<file path="src/rtl/core/hcra_pkg.sv">
`timescale 1ns / 1ps
// ----------------------------------------------------------------------------
// hcra_pkg: shared types, constants and step table
// Item and term records, operand and destination codes, and the step table
// that drives the shared 32x32 multiplier of the restraint engine.
// ----------------------------------------------------------------------------
package hcra_pkg;

	// Stream and register port widths
	localparam int unsigned IN_DATA_W  = 176;
	localparam int unsigned OUT_DATA_W = 192;
	localparam int unsigned CFG_IDX_W  = 8;

	// Register indexes
	localparam logic [CFG_IDX_W-1:0] REG_CELL_A = 8'd0;
	localparam logic [CFG_IDX_W-1:0] REG_CELL_C = 8'd1;

	// Reset value of the cell lengths: 1.0 in Q12.20
	localparam logic [31:0] CELL_ONE = 32'h0010_0000;

	// Saturation limits
	localparam logic [62:0] TERM_MAX  = 63'h7FFF_FFFF_FFFF_FFFF;
	localparam logic [63:0] POS_MAX   = 64'h7FFF_FFFF_FFFF_FFFF;
	localparam logic [63:0] NEG_MAG   = 64'h8000_0000_0000_0000;

	// Queue between front and engine
	localparam int unsigned QUEUE_DEPTH = 2;
	localparam int unsigned QPTR_W      = 1;
	localparam int unsigned QCNT_W      = 2;

	// Step sequencer
	localparam int unsigned         STEP_W    = 6;
	localparam logic [STEP_W-1:0]   LAST_STEP = 6'd38;

	// Operand word codes
	localparam int unsigned SRC_W = 5;
	localparam logic [SRC_W-1:0] SRC_ZERO = 5'd0;
	localparam logic [SRC_W-1:0] SRC_MX   = 5'd1;
	localparam logic [SRC_W-1:0] SRC_MY   = 5'd2;
	localparam logic [SRC_W-1:0] SRC_MZ   = 5'd3;
	localparam logic [SRC_W-1:0] SRC_CA   = 5'd4;
	localparam logic [SRC_W-1:0] SRC_CC   = 5'd5;
	localparam logic [SRC_W-1:0] SRC_W_   = 5'd6;
	localparam logic [SRC_W-1:0] SRC_Q0   = 5'd7;
	localparam logic [SRC_W-1:0] SRC_Q1   = 5'd8;
	localparam logic [SRC_W-1:0] SRC_Z0   = 5'd9;
	localparam logic [SRC_W-1:0] SRC_Z1   = 5'd10;
	localparam logic [SRC_W-1:0] SRC_A20  = 5'd11;
	localparam logic [SRC_W-1:0] SRC_A21  = 5'd12;
	localparam logic [SRC_W-1:0] SRC_C20  = 5'd13;
	localparam logic [SRC_W-1:0] SRC_C21  = 5'd14;
	localparam logic [SRC_W-1:0] SRC_M0   = 5'd15;
	localparam logic [SRC_W-1:0] SRC_M1   = 5'd16;
	localparam logic [SRC_W-1:0] SRC_WM0  = 5'd17;
	localparam logic [SRC_W-1:0] SRC_WM1  = 5'd18;
	localparam logic [SRC_W-1:0] SRC_WM2  = 5'd19;
	localparam logic [SRC_W-1:0] SRC_DA0  = 5'd20;
	localparam logic [SRC_W-1:0] SRC_DA1  = 5'd21;
	localparam logic [SRC_W-1:0] SRC_DC0  = 5'd22;
	localparam logic [SRC_W-1:0] SRC_DC1  = 5'd23;

	// Destination codes for the accumulator value
	localparam int unsigned DST_W = 4;
	localparam logic [DST_W-1:0] DST_NONE = 4'd0;
	localparam logic [DST_W-1:0] DST_Q    = 4'd1;
	localparam logic [DST_W-1:0] DST_DZ2  = 4'd2;
	localparam logic [DST_W-1:0] DST_A2   = 4'd3;
	localparam logic [DST_W-1:0] DST_C2   = 4'd4;
	localparam logic [DST_W-1:0] DST_DA   = 4'd5;
	localparam logic [DST_W-1:0] DST_D2   = 4'd6;
	localparam logic [DST_W-1:0] DST_DC   = 4'd7;
	localparam logic [DST_W-1:0] DST_WM   = 4'd8;
	localparam logic [DST_W-1:0] DST_TT   = 4'd9;
	localparam logic [DST_W-1:0] DST_GA   = 4'd10;
	localparam logic [DST_W-1:0] DST_GC   = 4'd11;

	// One restraint after classification
	typedef struct packed {
		logic [31:0] mx;
		logic [31:0] my;
		logic [31:0] mz;
		logic        same_sign;
		logic [47:0] tgt;
		logic [31:0] w;
		logic        last;
	} item_t;

	// Terms of one restraint handed to the accumulators
	typedef struct packed {
		logic [62:0] tt;
		logic [63:0] ga_mag;
		logic [63:0] gc_mag;
		logic        neg;
		logic        ov;
		logic        last;
	} term_t;

	// Control of one multiplier step
	typedef struct packed {
		logic [SRC_W-1:0] src_a;
		logic [SRC_W-1:0] src_b;
		logic [1:0]       shift;
		logic             clr;
		logic             sub_same;
		logic             do_mag;
		logic [DST_W-1:0] dst;
	} ctl_t;

	function automatic ctl_t mk(input logic [SRC_W-1:0] a, input logic [SRC_W-1:0] b,
			input logic [1:0] sh, input logic clr, input logic sub, input logic mag,
			input logic [DST_W-1:0] dst);
		ctl_t c;
		c.src_a    = a;
		c.src_b    = b;
		c.shift    = sh;
		c.clr      = clr;
		c.sub_same = sub;
		c.do_mag   = mag;
		c.dst      = dst;
		return c;
	endfunction

	// Step table: product of two words, added at a word offset
	function automatic ctl_t step_ctl(input logic [STEP_W-1:0] step);
		ctl_t c;
		unique case (step)
			// q = dx^2 + dy^2 - dx*dy
			6'd0:  c = mk(SRC_MX,  SRC_MX,  2'd0, 1'b1, 1'b0, 1'b0, DST_NONE);
			6'd1:  c = mk(SRC_MY,  SRC_MY,  2'd0, 1'b0, 1'b0, 1'b0, DST_NONE);
			6'd2:  c = mk(SRC_MX,  SRC_MY,  2'd0, 1'b0, 1'b1, 1'b0, DST_Q);
			// dz^2, a^2, c^2
			6'd3:  c = mk(SRC_MZ,  SRC_MZ,  2'd0, 1'b1, 1'b0, 1'b0, DST_DZ2);
			6'd4:  c = mk(SRC_CA,  SRC_CA,  2'd0, 1'b1, 1'b0, 1'b0, DST_A2);
			6'd5:  c = mk(SRC_CC,  SRC_CC,  2'd0, 1'b1, 1'b0, 1'b0, DST_C2);
			// q*a for the a derivative
			6'd6:  c = mk(SRC_Q0,  SRC_CA,  2'd0, 1'b1, 1'b0, 1'b0, DST_NONE);
			6'd7:  c = mk(SRC_Q1,  SRC_CA,  2'd1, 1'b0, 1'b0, 1'b0, DST_DA);
			// d2 = q*a^2 + dz^2*c^2
			6'd8:  c = mk(SRC_Q0,  SRC_A20, 2'd0, 1'b1, 1'b0, 1'b0, DST_NONE);
			6'd9:  c = mk(SRC_Q0,  SRC_A21, 2'd1, 1'b0, 1'b0, 1'b0, DST_NONE);
			6'd10: c = mk(SRC_Q1,  SRC_A20, 2'd1, 1'b0, 1'b0, 1'b0, DST_NONE);
			6'd11: c = mk(SRC_Q1,  SRC_A21, 2'd2, 1'b0, 1'b0, 1'b0, DST_NONE);
			6'd12: c = mk(SRC_Z0,  SRC_C20, 2'd0, 1'b0, 1'b0, 1'b0, DST_NONE);
			6'd13: c = mk(SRC_Z0,  SRC_C21, 2'd1, 1'b0, 1'b0, 1'b0, DST_NONE);
			6'd14: c = mk(SRC_Z1,  SRC_C20, 2'd1, 1'b0, 1'b0, 1'b0, DST_NONE);
			6'd15: c = mk(SRC_Z1,  SRC_C21, 2'd2, 1'b0, 1'b0, 1'b0, DST_D2);
			// dz^2*c for the c derivative, residual alongside
			6'd16: c = mk(SRC_Z0,  SRC_CC,  2'd0, 1'b1, 1'b0, 1'b0, DST_NONE);
			6'd17: c = mk(SRC_Z1,  SRC_CC,  2'd1, 1'b0, 1'b0, 1'b1, DST_DC);
			// w*|r|
			6'd18: c = mk(SRC_W_,  SRC_M0,  2'd0, 1'b1, 1'b0, 1'b0, DST_NONE);
			6'd19: c = mk(SRC_W_,  SRC_M1,  2'd1, 1'b0, 1'b0, 1'b0, DST_WM);
			6'd20: c = mk(SRC_ZERO, SRC_ZERO, 2'd0, 1'b0, 1'b0, 1'b0, DST_NONE);
			// w*r^2
			6'd21: c = mk(SRC_WM0, SRC_M0,  2'd0, 1'b1, 1'b0, 1'b0, DST_NONE);
			6'd22: c = mk(SRC_WM0, SRC_M1,  2'd1, 1'b0, 1'b0, 1'b0, DST_NONE);
			6'd23: c = mk(SRC_WM1, SRC_M0,  2'd1, 1'b0, 1'b0, 1'b0, DST_NONE);
			6'd24: c = mk(SRC_WM1, SRC_M1,  2'd2, 1'b0, 1'b0, 1'b0, DST_NONE);
			6'd25: c = mk(SRC_WM2, SRC_M0,  2'd2, 1'b0, 1'b0, 1'b0, DST_NONE);
			6'd26: c = mk(SRC_WM2, SRC_M1,  2'd3, 1'b0, 1'b0, 1'b0, DST_TT);
			// w*|r|*da
			6'd27: c = mk(SRC_WM0, SRC_DA0, 2'd0, 1'b1, 1'b0, 1'b0, DST_NONE);
			6'd28: c = mk(SRC_WM0, SRC_DA1, 2'd1, 1'b0, 1'b0, 1'b0, DST_NONE);
			6'd29: c = mk(SRC_WM1, SRC_DA0, 2'd1, 1'b0, 1'b0, 1'b0, DST_NONE);
			6'd30: c = mk(SRC_WM1, SRC_DA1, 2'd2, 1'b0, 1'b0, 1'b0, DST_NONE);
			6'd31: c = mk(SRC_WM2, SRC_DA0, 2'd2, 1'b0, 1'b0, 1'b0, DST_NONE);
			6'd32: c = mk(SRC_WM2, SRC_DA1, 2'd3, 1'b0, 1'b0, 1'b0, DST_GA);
			// w*|r|*dc
			6'd33: c = mk(SRC_WM0, SRC_DC0, 2'd0, 1'b1, 1'b0, 1'b0, DST_NONE);
			6'd34: c = mk(SRC_WM0, SRC_DC1, 2'd1, 1'b0, 1'b0, 1'b0, DST_NONE);
			6'd35: c = mk(SRC_WM1, SRC_DC0, 2'd1, 1'b0, 1'b0, 1'b0, DST_NONE);
			6'd36: c = mk(SRC_WM1, SRC_DC1, 2'd2, 1'b0, 1'b0, 1'b0, DST_NONE);
			6'd37: c = mk(SRC_WM2, SRC_DC0, 2'd2, 1'b0, 1'b0, 1'b0, DST_NONE);
			6'd38: c = mk(SRC_WM2, SRC_DC1, 2'd3, 1'b0, 1'b0, 1'b0, DST_GC);
			default: c = mk(SRC_ZERO, SRC_ZERO, 2'd0, 1'b0, 1'b0, 1'b0, DST_NONE);
		endcase
		return c;
	endfunction

endpackage

</file>
<file path="src/rtl/core/hcra_queue.sv">
`timescale 1ns / 1ps
// ----------------------------------------------------------------------------
// hcra_queue: two-entry restraint queue
// Decouples the intake from the engine so each side can stall on its own.
// ----------------------------------------------------------------------------
module hcra_queue (
	input  logic            clk,
	input  logic            arst_n,
	input  logic            push,
	input  hcra_pkg::item_t push_item,
	output logic            full,
	input  logic            pop,
	output logic            valid,
	output hcra_pkg::item_t pop_item
);

	hcra_pkg::item_t                   ent_q [hcra_pkg::QUEUE_DEPTH];
	logic [hcra_pkg::QPTR_W-1:0]       wr_ptr_q, rd_ptr_q;
	logic [hcra_pkg::QCNT_W-1:0]       cnt_q;

	assign full     = (cnt_q == hcra_pkg::QCNT_W'(hcra_pkg::QUEUE_DEPTH));
	assign valid    = (cnt_q != '0);
	assign pop_item = ent_q[rd_ptr_q];

	// Pointers and fill count
	always_ff @(posedge clk or negedge arst_n) begin
		if (!arst_n) begin
			wr_ptr_q <= '0;
			rd_ptr_q <= '0;
			cnt_q    <= '0;
		end else begin
			if (push) begin
				wr_ptr_q <= wr_ptr_q + 1'b1;
			end
			if (pop) begin
				rd_ptr_q <= rd_ptr_q + 1'b1;
			end
			if (push && !pop) begin
				cnt_q <= cnt_q + 1'b1;
			end else if (pop && !push) begin
				cnt_q <= cnt_q - 1'b1;
			end
		end
	end

	// Store entries
	always_ff @(posedge clk) begin
		if (push) begin
			ent_q[wr_ptr_q] <= push_item;
		end
	end

endmodule

</file>
<file path="config.mk">
export PLATFORM = sky130hd
export DESIGN_NAME = hcra_queue
export DESIGN_NICKNAME = d
export VERILOG_FILES = /design/src/rtl/core/hcra_pkg.sv /design/src/rtl/core/hcra_queue.sv
export SDC_FILE = /design/constraint.sdc
export NUM_CORES = 1
export LEC_CHECK = 0
export ABC_AREA = 1
export BUFFER_PORTS_ARGS = -buffer_cell sky130_fd_sc_hd__buf_2
export CORE_MARGIN = 1.5
export CORE_UTILIZATION = 30
export CTS_CLUSTER_DIAMETER = 120
export DETAILED_ROUTE_END_ITERATION = 10
export HOLD_SLACK_MARGIN = 0.12
export SLEW_MARGIN = 30
export SYNTH_ARGS = -nofsm -noshare
export SYNTH_HDL_FRONTEND = slang
export SYNTH_SLANG_ARGS = --single-unit
</file>
<file path="constraint.sdc">
create_clock -name clk -period 10 [get_ports clk]
set_input_delay 1.5 -clock clk [delete_from_list [all_inputs] [get_ports clk]]
set_output_delay 1.5 -clock clk [all_outputs]
set_load 0.03 [all_outputs]
</file>
==> results.yml <==
sta:
  setup_tns_ns: 0
  skew_ns: 0.00663
  slew_viol_final: 0
  fin_ws_ns: 5.72
  relSlewSlack_pct: 38.2
  rsz0062_at_grt: "no"
  hold_violations: 0
  min_period_over_period_pct: 42.8
  worst_pin_slew_ns: 0.927
  fmax_mhz: 234
  setup_violations: 0
  fin_crit_ns: 4.28
detailed_routing:
  drtPass1Iterations: 4
  drtAntennaViolNets: 0
  wire_per_inst_um: 17.1
  drc_errors: 0
  drtIter0Drc: 347
  vias_per_cell: 4.18
  routed_wl_um: 27200
  vias: 6658
cells_and_area:
  fillerInstances: 4069
  nets: 1152
  most-common-layout-cells: "buf_2 (361), edfxtp_1 (356), mux2_4 (100)"
  layout_commonest_cell: "buf_2"
  multi_input_area_sq_um: 2470
  area_growth_pct: 27.3
  drive_gt1_share_pct: 59.9
  ff_latch_area_sq_um: 10800
floorplanning:
  num_rows: 77
  die_h_um: 215
  dieArea_sq_um: 46200
  core-area_sq_um: 44200
  fp.dieW_um: 215
  start_util_pct: 30.4
  io_pins: 362
worst_setup_path:
  worstPathMaxFanout: 54
  required_ns: 8.50
  critPathLaunch: "rd_ptr_q$_DFFE_PN0P_"
  rr_startpoint: "wr_ptr_q$_DFFE_PN0P_"
  cp-start-kind: "register"
  cp_slowest_cell: "dfrtp_4"
  crit_chain: "buf_12 -> buf_6 -> mux2_4 -> buf_2"
  reg2reg_slack_ns: 7.20
  arrival_ns: 2.78
  reg2reg_depth: 3
  crit_path_end: "pop_item[63]"
  cp-end-kind: "primary output"
  r2r-end: "ent_q[0][56]$_DFFE_PP_"
  crit_type: "register to primary output"
  slowest_delay_ns: 0.71
clocking:
  root_buffer: "clkbuf_16"
  postCtsResizedCells: 0
  cts_hold_buf: 0
  worstSkewPairLatency_ns: 0.53
  clkTransAtPathRegs_ns: 0.06
  htreeDepth: 2
  clock_path_buffers: 3
  numCtsBuffers: 38
  cts_tree: "done"
  cts.sinks: 360
  cts_setup_buffers: 0
synth:
  synth_nets: 762
  postSynthCellCount: 579
  avgSynthCellArea_sq_um: 23.3
  synth-seq-cells: 360
  yosys_warnings: 0
  synth_area_sq_um: 13500
  ys_types: 14
  synth_top_cell_by_area: "edfxtp_1"
  synth.top_cells.by_area: "edfxtp_1 (79%), mux2_4 (11%), mux2_2 (6.5%)"
  yosysSeqAreaShare_pct: 80.1
  synth.top_cell.area_share_pct: 79.4
global_routing:
  antenna_found_initial: 5
  grt_pass1_vias: 7084
  grt_overflow: 0
  grt_pass1_wl_um: 41200
  grt_max_degree: 65
  grt_util_all_layers_pct: 11.6
worst_hold_path:
  hold_class: "register to register"
placement:
  place.gp.congestion: 0.723
  io_buffer_count: 361
  dp_slack_ns: 5.87
  hpwl_um: 17700
power_and_ir_drop:
  power_density_nw_per_um2: 311
  p_leak_nw: 6.65
  irDropWorstVdd_mv: 0.188
run_status:
  status: "complete, no violations"
run:
  cap_violations: 0
-- registers in the layout, indices dropped and copies added, names as in the netlist --
name      flops
ent_q       356
cnt_q         2
rd_ptr_q      1
wr_ptr_q      1
-- synth_stat cells --
cell / n
nor2_1: 2
xnor2_1: 1
nand4_1: 1
buf_2: 6
nand2_1: 6
buf_6: 14
mux2_4: 100
nand3_1: 1
inv_1: 7
xor2_1: 2
ha_1: 1
mux2_2: 78
dfrtp_1: 4
edfxtp_1: 356
-- metal layers --
layer | routed length [um] | vias up | global-route usage, %
li1 | - | 3087 | -
met1 | 10500 | 3277 | 13.6
met2 | 13500 | 237 | 19.2
met3 | 2510 | 49 | 5.00
met4 | 577 | 8 | 3.57
met5 | 54 | - | 0
-- layout make-up --
type | instances | share of cell area (%)
Antenna cell | 1 | 0.0146
Clock buffer | 53 | 6.25
Clock inverter | 16 | 0.686
Inverter | 7 | 0.183
Multi-Input combinational cell | 192 | 14.4
Sequential cell | 360 | 63.0
Tap cell | 592 | 4.32
Timing Repair Buffer | 370 | 11.2
-- per-stage QoR --
| step | hold WS (ns) | area (sq um) | utilization [%] | cells | total power [W] |
|---|---|---|---|---|---|
| after global placement | 0.457 | 15900 | 35.9 | 1519 | 0.00404 |
| final | 0.507 | 17100 | 38.7 | 1591 | 0.00534 |
| after detailed placement | 0.496 | 15900 | 36.0 | 1519 | 0.00405 |
| after CTS | 0.512 | 17100 | 38.6 | 1588 | 0.00542 |
| after floorplan | 0.442 | 13500 | - | 579 | 0.00363 |
| after global routing | 0.523 | 17100 | 38.7 | 1591 | 0.00558 |
-- power breakdown --
part           switching [W]  internal (W)
clock               0.000549      0.000797
sequential         0.0000884       0.00200
combinational        0.00120      0.000696
total                0.00184       0.00350
-- worst max-delay path: cells and delay by family (launching register included) --
kind	cells	cell delay (ns)
buffers and inverters	3	1.09
DFF	1	0.71
muxes	1	0.35
-- cells by family (layout without fill, tap and decap cells) --
logic type | after synthesis | after routing | synth area share, %
buf+inv | 27 | 446 | 1.59
xor+xnor | 3 | 3 | 0.195
other cells | 0 | 1 | 0
mux | 178 | 178 | 17.7
flops | 360 | 360 | 80.1
fa+ha+maj | 1 | 1 | 0.0929
simple gates | 10 | 10 | 0.307
-- worst min path at each step --
stage	endpoint	start	depth (start not counted)
2_1_floorplan	cnt_q[1]$_DFFE_PN0P_	cnt_q[1]$_DFFE_PN0P_	2
3_3_place_gp	cnt_q[1]$_DFFE_PN0P_	cnt_q[1]$_DFFE_PN0P_	2
3_5_place_dp	cnt_q[1]$_DFFE_PN0P_	cnt_q[1]$_DFFE_PN0P_	2
4_1_cts	cnt_q[1]$_DFFE_PN0P_	cnt_q[1]$_DFFE_PN0P_	2
5_1_grt	cnt_q[1]$_DFFE_PN0P_	cnt_q[1]$_DFFE_PN0P_	2
6_report	cnt_q[1]$_DFFE_PN0P_	cnt_q[1]$_DFFE_PN0P_	2
Note: power is estimated with default switching activity, not from simulation.
