<file path="src/rtl/core/hcra_pkg.sv">
`timescale 1ns / 1ps
// ----------------------------------------------------------------------------
// hcra_pkg: shared types, constants and step table
// Item and term records, operand and destination codes, and the step table
// that drives the shared 32x32 multiplier of the restraint engine.
// ----------------------------------------------------------------------------
package hcra_pkg;

	// Stream and register port widths
	localparam int unsigned IN_DATA_W  = 176;
	localparam int unsigned OUT_DATA_W = 192;
	localparam int unsigned CFG_IDX_W  = 8;

	// Register indexes
	localparam logic [CFG_IDX_W-1:0] REG_CELL_A = 8'd0;
	localparam logic [CFG_IDX_W-1:0] REG_CELL_C = 8'd1;

	// Reset value of the cell lengths: 1.0 in Q12.20
	localparam logic [31:0] CELL_ONE = 32'h0010_0000;

	// Saturation limits
	localparam logic [62:0] TERM_MAX  = 63'h7FFF_FFFF_FFFF_FFFF;
	localparam logic [63:0] POS_MAX   = 64'h7FFF_FFFF_FFFF_FFFF;
	localparam logic [63:0] NEG_MAG   = 64'h8000_0000_0000_0000;

	// Queue between front and engine
	localparam int unsigned QUEUE_DEPTH = 2;
	localparam int unsigned QPTR_W      = 1;
	localparam int unsigned QCNT_W      = 2;

	// Step sequencer
	localparam int unsigned         STEP_W    = 6;
	localparam logic [STEP_W-1:0]   LAST_STEP = 6'd38;

	// Operand word codes
	localparam int unsigned SRC_W = 5;
	localparam logic [SRC_W-1:0] SRC_ZERO = 5'd0;
	localparam logic [SRC_W-1:0] SRC_MX   = 5'd1;
	localparam logic [SRC_W-1:0] SRC_MY   = 5'd2;
	localparam logic [SRC_W-1:0] SRC_MZ   = 5'd3;
	localparam logic [SRC_W-1:0] SRC_CA   = 5'd4;
	localparam logic [SRC_W-1:0] SRC_CC   = 5'd5;
	localparam logic [SRC_W-1:0] SRC_W_   = 5'd6;
	localparam logic [SRC_W-1:0] SRC_Q0   = 5'd7;
	localparam logic [SRC_W-1:0] SRC_Q1   = 5'd8;
	localparam logic [SRC_W-1:0] SRC_Z0   = 5'd9;
	localparam logic [SRC_W-1:0] SRC_Z1   = 5'd10;
	localparam logic [SRC_W-1:0] SRC_A20  = 5'd11;
	localparam logic [SRC_W-1:0] SRC_A21  = 5'd12;
	localparam logic [SRC_W-1:0] SRC_C20  = 5'd13;
	localparam logic [SRC_W-1:0] SRC_C21  = 5'd14;
	localparam logic [SRC_W-1:0] SRC_M0   = 5'd15;
	localparam logic [SRC_W-1:0] SRC_M1   = 5'd16;
	localparam logic [SRC_W-1:0] SRC_WM0  = 5'd17;
	localparam logic [SRC_W-1:0] SRC_WM1  = 5'd18;
	localparam logic [SRC_W-1:0] SRC_WM2  = 5'd19;
	localparam logic [SRC_W-1:0] SRC_DA0  = 5'd20;
	localparam logic [SRC_W-1:0] SRC_DA1  = 5'd21;
	localparam logic [SRC_W-1:0] SRC_DC0  = 5'd22;
	localparam logic [SRC_W-1:0] SRC_DC1  = 5'd23;

	// Destination codes for the accumulator value
	localparam int unsigned DST_W = 4;
	localparam logic [DST_W-1:0] DST_NONE = 4'd0;
	localparam logic [DST_W-1:0] DST_Q    = 4'd1;
	localparam logic [DST_W-1:0] DST_DZ2  = 4'd2;
	localparam logic [DST_W-1:0] DST_A2   = 4'd3;
	localparam logic [DST_W-1:0] DST_C2   = 4'd4;
	localparam logic [DST_W-1:0] DST_DA   = 4'd5;
	localparam logic [DST_W-1:0] DST_D2   = 4'd6;
	localparam logic [DST_W-1:0] DST_DC   = 4'd7;
	localparam logic [DST_W-1:0] DST_WM   = 4'd8;
	localparam logic [DST_W-1:0] DST_TT   = 4'd9;
	localparam logic [DST_W-1:0] DST_GA   = 4'd10;
	localparam logic [DST_W-1:0] DST_GC   = 4'd11;

	// One restraint after classification
	typedef struct packed {
		logic [31:0] mx;
		logic [31:0] my;
		logic [31:0] mz;
		logic        same_sign;
		logic [47:0] tgt;
		logic [31:0] w;
		logic        last;
	} item_t;

	// Terms of one restraint handed to the accumulators
	typedef struct packed {
		logic [62:0] tt;
		logic [63:0] ga_mag;
		logic [63:0] gc_mag;
		logic        neg;
		logic        ov;
		logic        last;
	} term_t;

	// Control of one multiplier step
	typedef struct packed {
		logic [SRC_W-1:0] src_a;
		logic [SRC_W-1:0] src_b;
		logic [1:0]       shift;
		logic             clr;
		logic             sub_same;
		logic             do_mag;
		logic [DST_W-1:0] dst;
	} ctl_t;

	function automatic ctl_t mk(input logic [SRC_W-1:0] a, input logic [SRC_W-1:0] b,
			input logic [1:0] sh, input logic clr, input logic sub, input logic mag,
			input logic [DST_W-1:0] dst);
		ctl_t c;
		c.src_a    = a;
		c.src_b    = b;
		c.shift    = sh;
		c.clr      = clr;
		c.sub_same = sub;
		c.do_mag   = mag;
		c.dst      = dst;
		return c;
	endfunction

	// Step table: product of two words, added at a word offset
	function automatic ctl_t step_ctl(input logic [STEP_W-1:0] step);
		ctl_t c;
		unique case (step)
			// q = dx^2 + dy^2 - dx*dy
			6'd0:  c = mk(SRC_MX,  SRC_MX,  2'd0, 1'b1, 1'b0, 1'b0, DST_NONE);
			6'd1:  c = mk(SRC_MY,  SRC_MY,  2'd0, 1'b0, 1'b0, 1'b0, DST_NONE);
			6'd2:  c = mk(SRC_MX,  SRC_MY,  2'd0, 1'b0, 1'b1, 1'b0, DST_Q);
			// dz^2, a^2, c^2
			6'd3:  c = mk(SRC_MZ,  SRC_MZ,  2'd0, 1'b1, 1'b0, 1'b0, DST_DZ2);
			6'd4:  c = mk(SRC_CA,  SRC_CA,  2'd0, 1'b1, 1'b0, 1'b0, DST_A2);
			6'd5:  c = mk(SRC_CC,  SRC_CC,  2'd0, 1'b1, 1'b0, 1'b0, DST_C2);
			// q*a for the a derivative
			6'd6:  c = mk(SRC_Q0,  SRC_CA,  2'd0, 1'b1, 1'b0, 1'b0, DST_NONE);
			6'd7:  c = mk(SRC_Q1,  SRC_CA,  2'd1, 1'b0, 1'b0, 1'b0, DST_DA);
			// d2 = q*a^2 + dz^2*c^2
			6'd8:  c = mk(SRC_Q0,  SRC_A20, 2'd0, 1'b1, 1'b0, 1'b0, DST_NONE);
			6'd9:  c = mk(SRC_Q0,  SRC_A21, 2'd1, 1'b0, 1'b0, 1'b0, DST_NONE);
			6'd10: c = mk(SRC_Q1,  SRC_A20, 2'd1, 1'b0, 1'b0, 1'b0, DST_NONE);
			6'd11: c = mk(SRC_Q1,  SRC_A21, 2'd2, 1'b0, 1'b0, 1'b0, DST_NONE);
			6'd12: c = mk(SRC_Z0,  SRC_C20, 2'd0, 1'b0, 1'b0, 1'b0, DST_NONE);
			6'd13: c = mk(SRC_Z0,  SRC_C21, 2'd1, 1'b0, 1'b0, 1'b0, DST_NONE);
			6'd14: c = mk(SRC_Z1,  SRC_C20, 2'd1, 1'b0, 1'b0, 1'b0, DST_NONE);
			6'd15: c = mk(SRC_Z1,  SRC_C21, 2'd2, 1'b0, 1'b0, 1'b0, DST_D2);
			// dz^2*c for the c derivative, residual alongside
			6'd16: c = mk(SRC_Z0,  SRC_CC,  2'd0, 1'b1, 1'b0, 1'b0, DST_NONE);
			6'd17: c = mk(SRC_Z1,  SRC_CC,  2'd1, 1'b0, 1'b0, 1'b1, DST_DC);
			// w*|r|
			6'd18: c = mk(SRC_W_,  SRC_M0,  2'd0, 1'b1, 1'b0, 1'b0, DST_NONE);
			6'd19: c = mk(SRC_W_,  SRC_M1,  2'd1, 1'b0, 1'b0, 1'b0, DST_WM);
			6'd20: c = mk(SRC_ZERO, SRC_ZERO, 2'd0, 1'b0, 1'b0, 1'b0, DST_NONE);
			// w*r^2
			6'd21: c = mk(SRC_WM0, SRC_M0,  2'd0, 1'b1, 1'b0, 1'b0, DST_NONE);
			6'd22: c = mk(SRC_WM0, SRC_M1,  2'd1, 1'b0, 1'b0, 1'b0, DST_NONE);
			6'd23: c = mk(SRC_WM1, SRC_M0,  2'd1, 1'b0, 1'b0, 1'b0, DST_NONE);
			6'd24: c = mk(SRC_WM1, SRC_M1,  2'd2, 1'b0, 1'b0, 1'b0, DST_NONE);
			6'd25: c = mk(SRC_WM2, SRC_M0,  2'd2, 1'b0, 1'b0, 1'b0, DST_NONE);
			6'd26: c = mk(SRC_WM2, SRC_M1,  2'd3, 1'b0, 1'b0, 1'b0, DST_TT);
			// w*|r|*da
			6'd27: c = mk(SRC_WM0, SRC_DA0, 2'd0, 1'b1, 1'b0, 1'b0, DST_NONE);
			6'd28: c = mk(SRC_WM0, SRC_DA1, 2'd1, 1'b0, 1'b0, 1'b0, DST_NONE);
			6'd29: c = mk(SRC_WM1, SRC_DA0, 2'd1, 1'b0, 1'b0, 1'b0, DST_NONE);
			6'd30: c = mk(SRC_WM1, SRC_DA1, 2'd2, 1'b0, 1'b0, 1'b0, DST_NONE);
			6'd31: c = mk(SRC_WM2, SRC_DA0, 2'd2, 1'b0, 1'b0, 1'b0, DST_NONE);
			6'd32: c = mk(SRC_WM2, SRC_DA1, 2'd3, 1'b0, 1'b0, 1'b0, DST_GA);
			// w*|r|*dc
			6'd33: c = mk(SRC_WM0, SRC_DC0, 2'd0, 1'b1, 1'b0, 1'b0, DST_NONE);
			6'd34: c = mk(SRC_WM0, SRC_DC1, 2'd1, 1'b0, 1'b0, 1'b0, DST_NONE);
			6'd35: c = mk(SRC_WM1, SRC_DC0, 2'd1, 1'b0, 1'b0, 1'b0, DST_NONE);
			6'd36: c = mk(SRC_WM1, SRC_DC1, 2'd2, 1'b0, 1'b0, 1'b0, DST_NONE);
			6'd37: c = mk(SRC_WM2, SRC_DC0, 2'd2, 1'b0, 1'b0, 1'b0, DST_NONE);
			6'd38: c = mk(SRC_WM2, SRC_DC1, 2'd3, 1'b0, 1'b0, 1'b0, DST_GC);
			default: c = mk(SRC_ZERO, SRC_ZERO, 2'd0, 1'b0, 1'b0, 1'b0, DST_NONE);
		endcase
		return c;
	endfunction

endpackage

</file>
<file path="src/rtl/core/hcra_front.sv">
`timescale 1ns / 1ps
// ----------------------------------------------------------------------------
// hcra_front: restraint intake
// Unpacks the input word, takes the magnitudes of the offsets and the sign
// relation of dx and dy, and pushes the record into the queue.
// ----------------------------------------------------------------------------
module hcra_front (
	input  logic                             s_tvalid,
	output logic                             s_tready,
	// tdata: offset_x[31:0], offset_y[63:32], offset_z[95:64],
	// target_sq_dist[143:96], weight[175:144]
	input  logic [hcra_pkg::IN_DATA_W-1:0]   s_tdata,
	input  logic                             s_tlast,
	input  logic                             q_full,
	output logic                             q_push,
	output hcra_pkg::item_t                  q_item
);

	logic [31:0] dx, dy, dz;

	// Split the word into fields
	assign dx = s_tdata[31:0];
	assign dy = s_tdata[63:32];
	assign dz = s_tdata[95:64];

	// Accept whenever the queue has room
	assign s_tready = !q_full;
	assign q_push   = s_tvalid && !q_full;

	// Magnitudes and sign relation for the engine
	always_comb begin
		q_item.mx        = dx[31] ? (32'd0 - dx) : dx;
		q_item.my        = dy[31] ? (32'd0 - dy) : dy;
		q_item.mz        = dz[31] ? (32'd0 - dz) : dz;
		q_item.same_sign = (dx[31] == dy[31]);
		q_item.tgt       = s_tdata[143:96];
		q_item.w         = s_tdata[175:144];
		q_item.last      = s_tlast;
	end

endmodule

</file>
<file path="config.mk">
export PLATFORM = sky130hd
export DESIGN_NAME = hcra_front
export DESIGN_NICKNAME = d
export VERILOG_FILES = /design/src/rtl/core/hcra_pkg.sv /design/src/rtl/core/hcra_front.sv
export SDC_FILE = /design/constraint.sdc
export NUM_CORES = 1
export LEC_CHECK = 0
export ABC_CLOCK_PERIOD_IN_PS = 3160
export BUFFER_PORTS_ARGS = -buffer_cell sky130_fd_sc_hd__buf_2
export CORE_AREA = 2 2 140 142
export DETAILED_ROUTE_END_ITERATION = 10
export DIE_AREA = 0 0 142 144
export GPL_ROUTABILITY_DRIVEN = 0
export SETUP_SLACK_MARGIN = 0.15
export SLEW_MARGIN = 20
export SYNTH_ARGS = -nofsm -noshare
export SYNTH_HDL_FRONTEND = slang
export SYNTH_SLANG_ARGS = --single-unit
</file>
<file path="constraint.sdc">
create_clock -name vclk -period 3.16
set_input_delay 0.632 -clock vclk [all_inputs]
set_output_delay 0.632 -clock vclk [all_outputs]
set_load 0.02 [all_outputs]
</file>
==> impl_metrics.env, run 1 <==
export IMPL_cp_required_ns=2.53
export IMPL_total_power_mw=0.658
export IMPL_antenna_found_initial=0
export IMPL_combPwrFrac_pct=100.0
export IMPL_coreArea_mm2=0.0191
export IMPL_met3WireLength_um=743
export IMPL_grt_pass1_vias=3001
export IMPL_pre_cts_ws_ns=0.0468
export IMPL_postCtsHoldBufs=0
export IMPL_synthTopCellsByArea="xnor2_1, buf_4, o41ai_1"
export IMPL_grt_max_degree=34
export IMPL_critPathKind="input port to output port"
export IMPL_die_area_mm2=0.0204
export IMPL_drt_total_wl_um=10300
export IMPL_crit_arrival_ns=2.41
export IMPL_dr_wl_met2_um=5120
export IMPL_peakVddDrop_mv=0.0639
export IMPL_fin_setup_tns_ns=0
export IMPL_grt_overflow_total=0
export IMPL_crit_family="simple AND/OR/NAND/NOR gates"
export IMPL_nFillCells=2138
export IMPL_fin_cells=745
export IMPL_drt_met1_wl_um=4000
export IMPL_netlist_area_leader_share_pct=28.7
export IMPL_syn_mean_instance_area_um2=7.10
export IMPL_cpMaxStageDelayCell="or4_4"
export IMPL_p_sw_mw=0.397
export IMPL_period_share_pct=96.4
export IMPL_grt_total_usage_pct=8.89
export IMPL_netlist_top_cells_count="xnor2_1, buf_4, o31ai_1, o41ai_1, nand2_1"
export IMPL_dieWidth_um=142
export IMPL_p_clk_share_pct=0
export IMPL_ys_seq_area_share_pct=0
export IMPL_crit_path_start_kind="input port"
export IMPL_ys_warn_count=0
export IMPL_first_pass_iters=4
export IMPL_fp_dieH_um=144
export IMPL_viasPerCell=4.34
export IMPL_dpl_hpwl_um=8730
export IMPL_crit_fanout=3
export IMPL_power_share_sequential_pct=0
export IMPL_intPower_mw=0.261
export IMPL_tightest_slew_ns=0.615
export IMPL_setup_slack_ns=0.114
export IMPL_swShare_pct=60.3
export IMPL_slew_violations=0
export IMPL_syn_nets=560
export IMPL_leakage_nw=1.52
export IMPL_dp_cells=736
export IMPL_netlist_instances=378
export IMPL_layout_drive_gt1_share_pct=51.3
export IMPL_clock_fmax_mhz=328
export IMPL_worstSetupEndpointType="output port"
export IMPL_synth_cell_area_mm2=0.00268
export IMPL_antenna_cells=0
export IMPL_synth_area_leader_cell="xnor2_1"
export IMPL_crit_buf_inv=2
export IMPL_area_growth_pct=41.9
export IMPL_hp_class="input port to output port"
export IMPL_synth_cell_types=30
export IMPL_cap_violations=0
export IMPL_rsz0062_at_grt="true"
export IMPL_setup_viol=0
export IMPL_ff_latch_area_um2=0
export IMPL_routed_top_layer="met4"
export IMPL_n_clock_buffer=0
export IMPL_initial_core_util_pct=14.1
export IMPL_drtIter0Drc=87
export IMPL_cp_cell_sequence="buf_6, or4_4, nand4bb_4, or4_4, nor3b_4, buf_6"
export IMPL_power_density_mw_per_mm2=173
export IMPL_yosysMostFrequentCell="xnor2_1"
export IMPL_post_route_min_period_ns=3.05
export IMPL_nets=691
export IMPL_cpPeakStageDelay_ns=0.56
export IMPL_top_level_ports=359
export IMPL_seq_cell_count=0
export IMPL_drc=0
export IMPL_avgRoutedWirePerCell_um=13.8
export IMPL_outcome="finished clean"
export IMPL_report_final_hold_viol_count=0
export IMPL_grt_pass1_wl_um=15100
export IMPL_slew_headroom_pct=59.0
export IMPL_timing_hold_ws_ns=1.26
export IMPL_drtAntennaViolNets=0
export IMPL_via_count=3235
export IMPL_io_buffers=197
export IMPL_multiInputGateArea_mm2=0.00223
export IMPL_rows=51
## logic make-up after synthesis
kind of cell	after synthesis	share of synthesized area [%]
simple gates	106	22.1
buf+inv	104	26.9
xor+xnor	88	28.7
compound gates	77	20.9
fa+ha+maj	3	1.40
## what timing repair did
action / 4_1_cts / 5_1_grt
pin swaps: 3 / 14
gates resized for setup: 18 / 39
buffers inserted: 1 / 8
setup endpoints to repair: 17 / 28
## through the flow
stage / instance area [um2] / utilization (%)
final: 3810 / 20.0
after CTS: 3550 / 18.6
after global routing: 3810 / 20.0
after detailed placement: 3420 / 17.9
after global placement: 3420 / 17.9
after floorplan: 2690 / -
## final timing paths
path	start	depth (start not counted)	end	slack, ns
worst max-delay path	s_tdata[75]	6	q_item[113]	0.11
worst min-delay path	s_tdata[128]	0	q_item[65]	1.26
## area by class of cell
| cell class | count | area share, % |
|---|---|---|
| multi-input cells | 274 | 58.5 |
| repair buffers | 224 | 32.7 |
| inverters | 9 | 0.953 |
| well taps | 238 | 7.82 |
## cells in the final DEF, fill, tap and decap left out, drive strengths merged, types with 6 or more instances in the layout
master	instances
nor3	6
o21ai	21
nor2	12
xnor2	88
nand2b	7
nand2	26
nand3	10
buf	224
o41ai	28
or3	9
o31ai	28
inv	9
nor4	14
## power groups by stage
stage	registers, mW	logic (mW)	clock network (mW)
2_1_floorplan	0	0.507	0
3_3_place_gp	0	0.620	0
3_5_place_dp	0	0.621	0
4_1_cts	0	0.633	0
5_1_grt	0	0.708	0
6_report	0	0.658	0
## per-layer routing
layer  GRT usage, %  vias up
met2           16.5      187
met5              0        -
li1               -     1545
met1           10.2     1457
met3           1.32       46
met4           3.47        0
Power figures use the tool's default switching activity.
==> run 2, diff against run 1 <==
--- a/config.mk
+++ b/config.mk
@@ -11,7 +11,6 @@
 export DETAILED_ROUTE_END_ITERATION = 10
 export DIE_AREA = 0 0 142 144
 export GPL_ROUTABILITY_DRIVEN = 0
-export SETUP_SLACK_MARGIN = 0.15
 export SLEW_MARGIN = 20
 export SYNTH_ARGS = -nofsm -noshare
 export SYNTH_HDL_FRONTEND = slang
==> run 2 against run 1 <==
Against the previous run: first-iteration DRC count up 28%; highest routed layer unchanged; utilization down 1.4 points; largest power group unchanged; setup slack worse by 0.026 ns; design area down 7.3%.
==> impl_metrics.env, run 2 (synthesis results as in run 1) <==
export IMPL_die_area_mm2=0.0204
export IMPL_rows=51
export IMPL_outcome="finished clean"
export IMPL_crit_arrival_ns=2.44
export IMPL_cap_violations=0
export IMPL_first_pass_iters=4
export IMPL_postCtsHoldBufs=0
export IMPL_dpl_hpwl_um=9230
export IMPL_cp_required_ns=2.53
export IMPL_top_level_ports=359
export IMPL_cpMaxStageDelayCell="or4_4"
export IMPL_crit_path_frequent_cell="buf_2"
export IMPL_via_count=3202
export IMPL_ff_latch_area_um2=0
export IMPL_nFillCells=2185
export IMPL_post_route_min_period_ns=3.07
export IMPL_period_share_pct=97.2
export IMPL_power_density_mw_per_mm2=176
export IMPL_n_clock_buffer=0
export IMPL_crit_path_start_kind="input port"
export IMPL_seq_cell_count=0
export IMPL_finalCoreUtilization_pct=18.5
export IMPL_nets=690
export IMPL_dieWidth_um=142
export IMPL_coreArea_mm2=0.0191
export IMPL_io_buffers=197
export IMPL_grt_pass1_vias=2872
export IMPL_fin_cells=746
export IMPL_peakVddDrop_mv=0.0582
export IMPL_worstSetupEndpointType="output port"
export IMPL_crit_buf_inv=3
export IMPL_tightest_slew_ns=0.551
export IMPL_crit_family="simple AND/OR/NAND/NOR gates"
export IMPL_crit_fanout=9
export IMPL_critPathKind="input port to output port"
export IMPL_cpPeakStageDelay_ns=0.55
export IMPL_viasPerCell=4.29
export IMPL_clock_fmax_mhz=326
export IMPL_grt_total_usage_pct=9.11
export IMPL_leakage_nw=1.40
export IMPL_antenna_found_initial=1
export IMPL_layout_drive_gt1_share_pct=46.8
export IMPL_hp_class="input port to output port"
export IMPL_slew_violations=0
export IMPL_grt_overflow_total=0
export IMPL_setup_viol=0
export IMPL_cp_cell_sequence="buf_2, or4_4, nand4bb_1, buf_4, o41ai_2, xnor2_1, buf_2"
export IMPL_report_final_hold_viol_count=0
export IMPL_grt_max_degree=34
export IMPL_area_growth_pct=31.6
export IMPL_avgRoutedWirePerCell_um=14.1
export IMPL_drtIter0Drc=111
export IMPL_drc=0
export IMPL_layout_commonest_cell="buf_2"
export IMPL_fp_dieH_um=144
export IMPL_grt_pass1_wl_um=15200
export IMPL_drtAntennaViolNets=0
export IMPL_drt_total_wl_um=10500
export IMPL_initial_core_util_pct=14.1
export IMPL_slew_headroom_pct=63.2
export IMPL_dp_cells=744
export IMPL_layout_common_cells="buf_2, xnor2_1, o31ai_1"
[run 2: what timing repair did]
item,in CTS,in global routing
setup endpoints to repair,0,8
setup buffers,0,0
resized for setup,0,8
[run 2: path summary, 6_finish.rpt]
| kind | startpoint | endpoint | slack [ns] | cells past startpoint |
|---|---|---|---|---|
| worst max-delay path | s_tdata[74] | q_item[105] | 0.09 | 7 |
| worst min-delay path | s_tdata[156] | q_item[13] | 1.26 | 0 |
[run 2: stage by stage]
stage                     area [um2]  TNS [ns]  power (mW)  hold WS (ns)  setup slack (ns)
after detailed placement        3470         0       0.622          1.26            0.0159
after global placement          3470         0       0.623          1.26            0.0251
after CTS                       3470         0       0.624          1.26            0.0156
after global routing            3530   -0.0139       0.674          1.26           -0.0139
after floorplan                 2680         0       0.506          1.32             0.147
final                           3530         0       0.623          1.26            0.0884
[run 2: final cells by class]
type                            count  area (um2)  share of cell area (%)
Multi-Input combinational cell    274        2010                    56.9
Timing Repair Buffer              223        1180                    33.5
Tap cell                          238         298                    8.43
Inverter                            9        33.8                   0.957
Antenna cell                        2        5.00                   0.142
[run 2: where the power goes]
group	internal, mW	switching (mW)
combinational	0.244	0.379
clock	0.0000000852	0
sequential	0	0
total	0.244	0.379
[run 2: routing by layer]
layer	vias up	routed length [um]	GRT usage, %
met5	-	0	0
met4	0	709	5.89
met3	60	897	1.69
met2	183	5040	16.1
met1	1410	3860	10.0
li1	1549	-	-
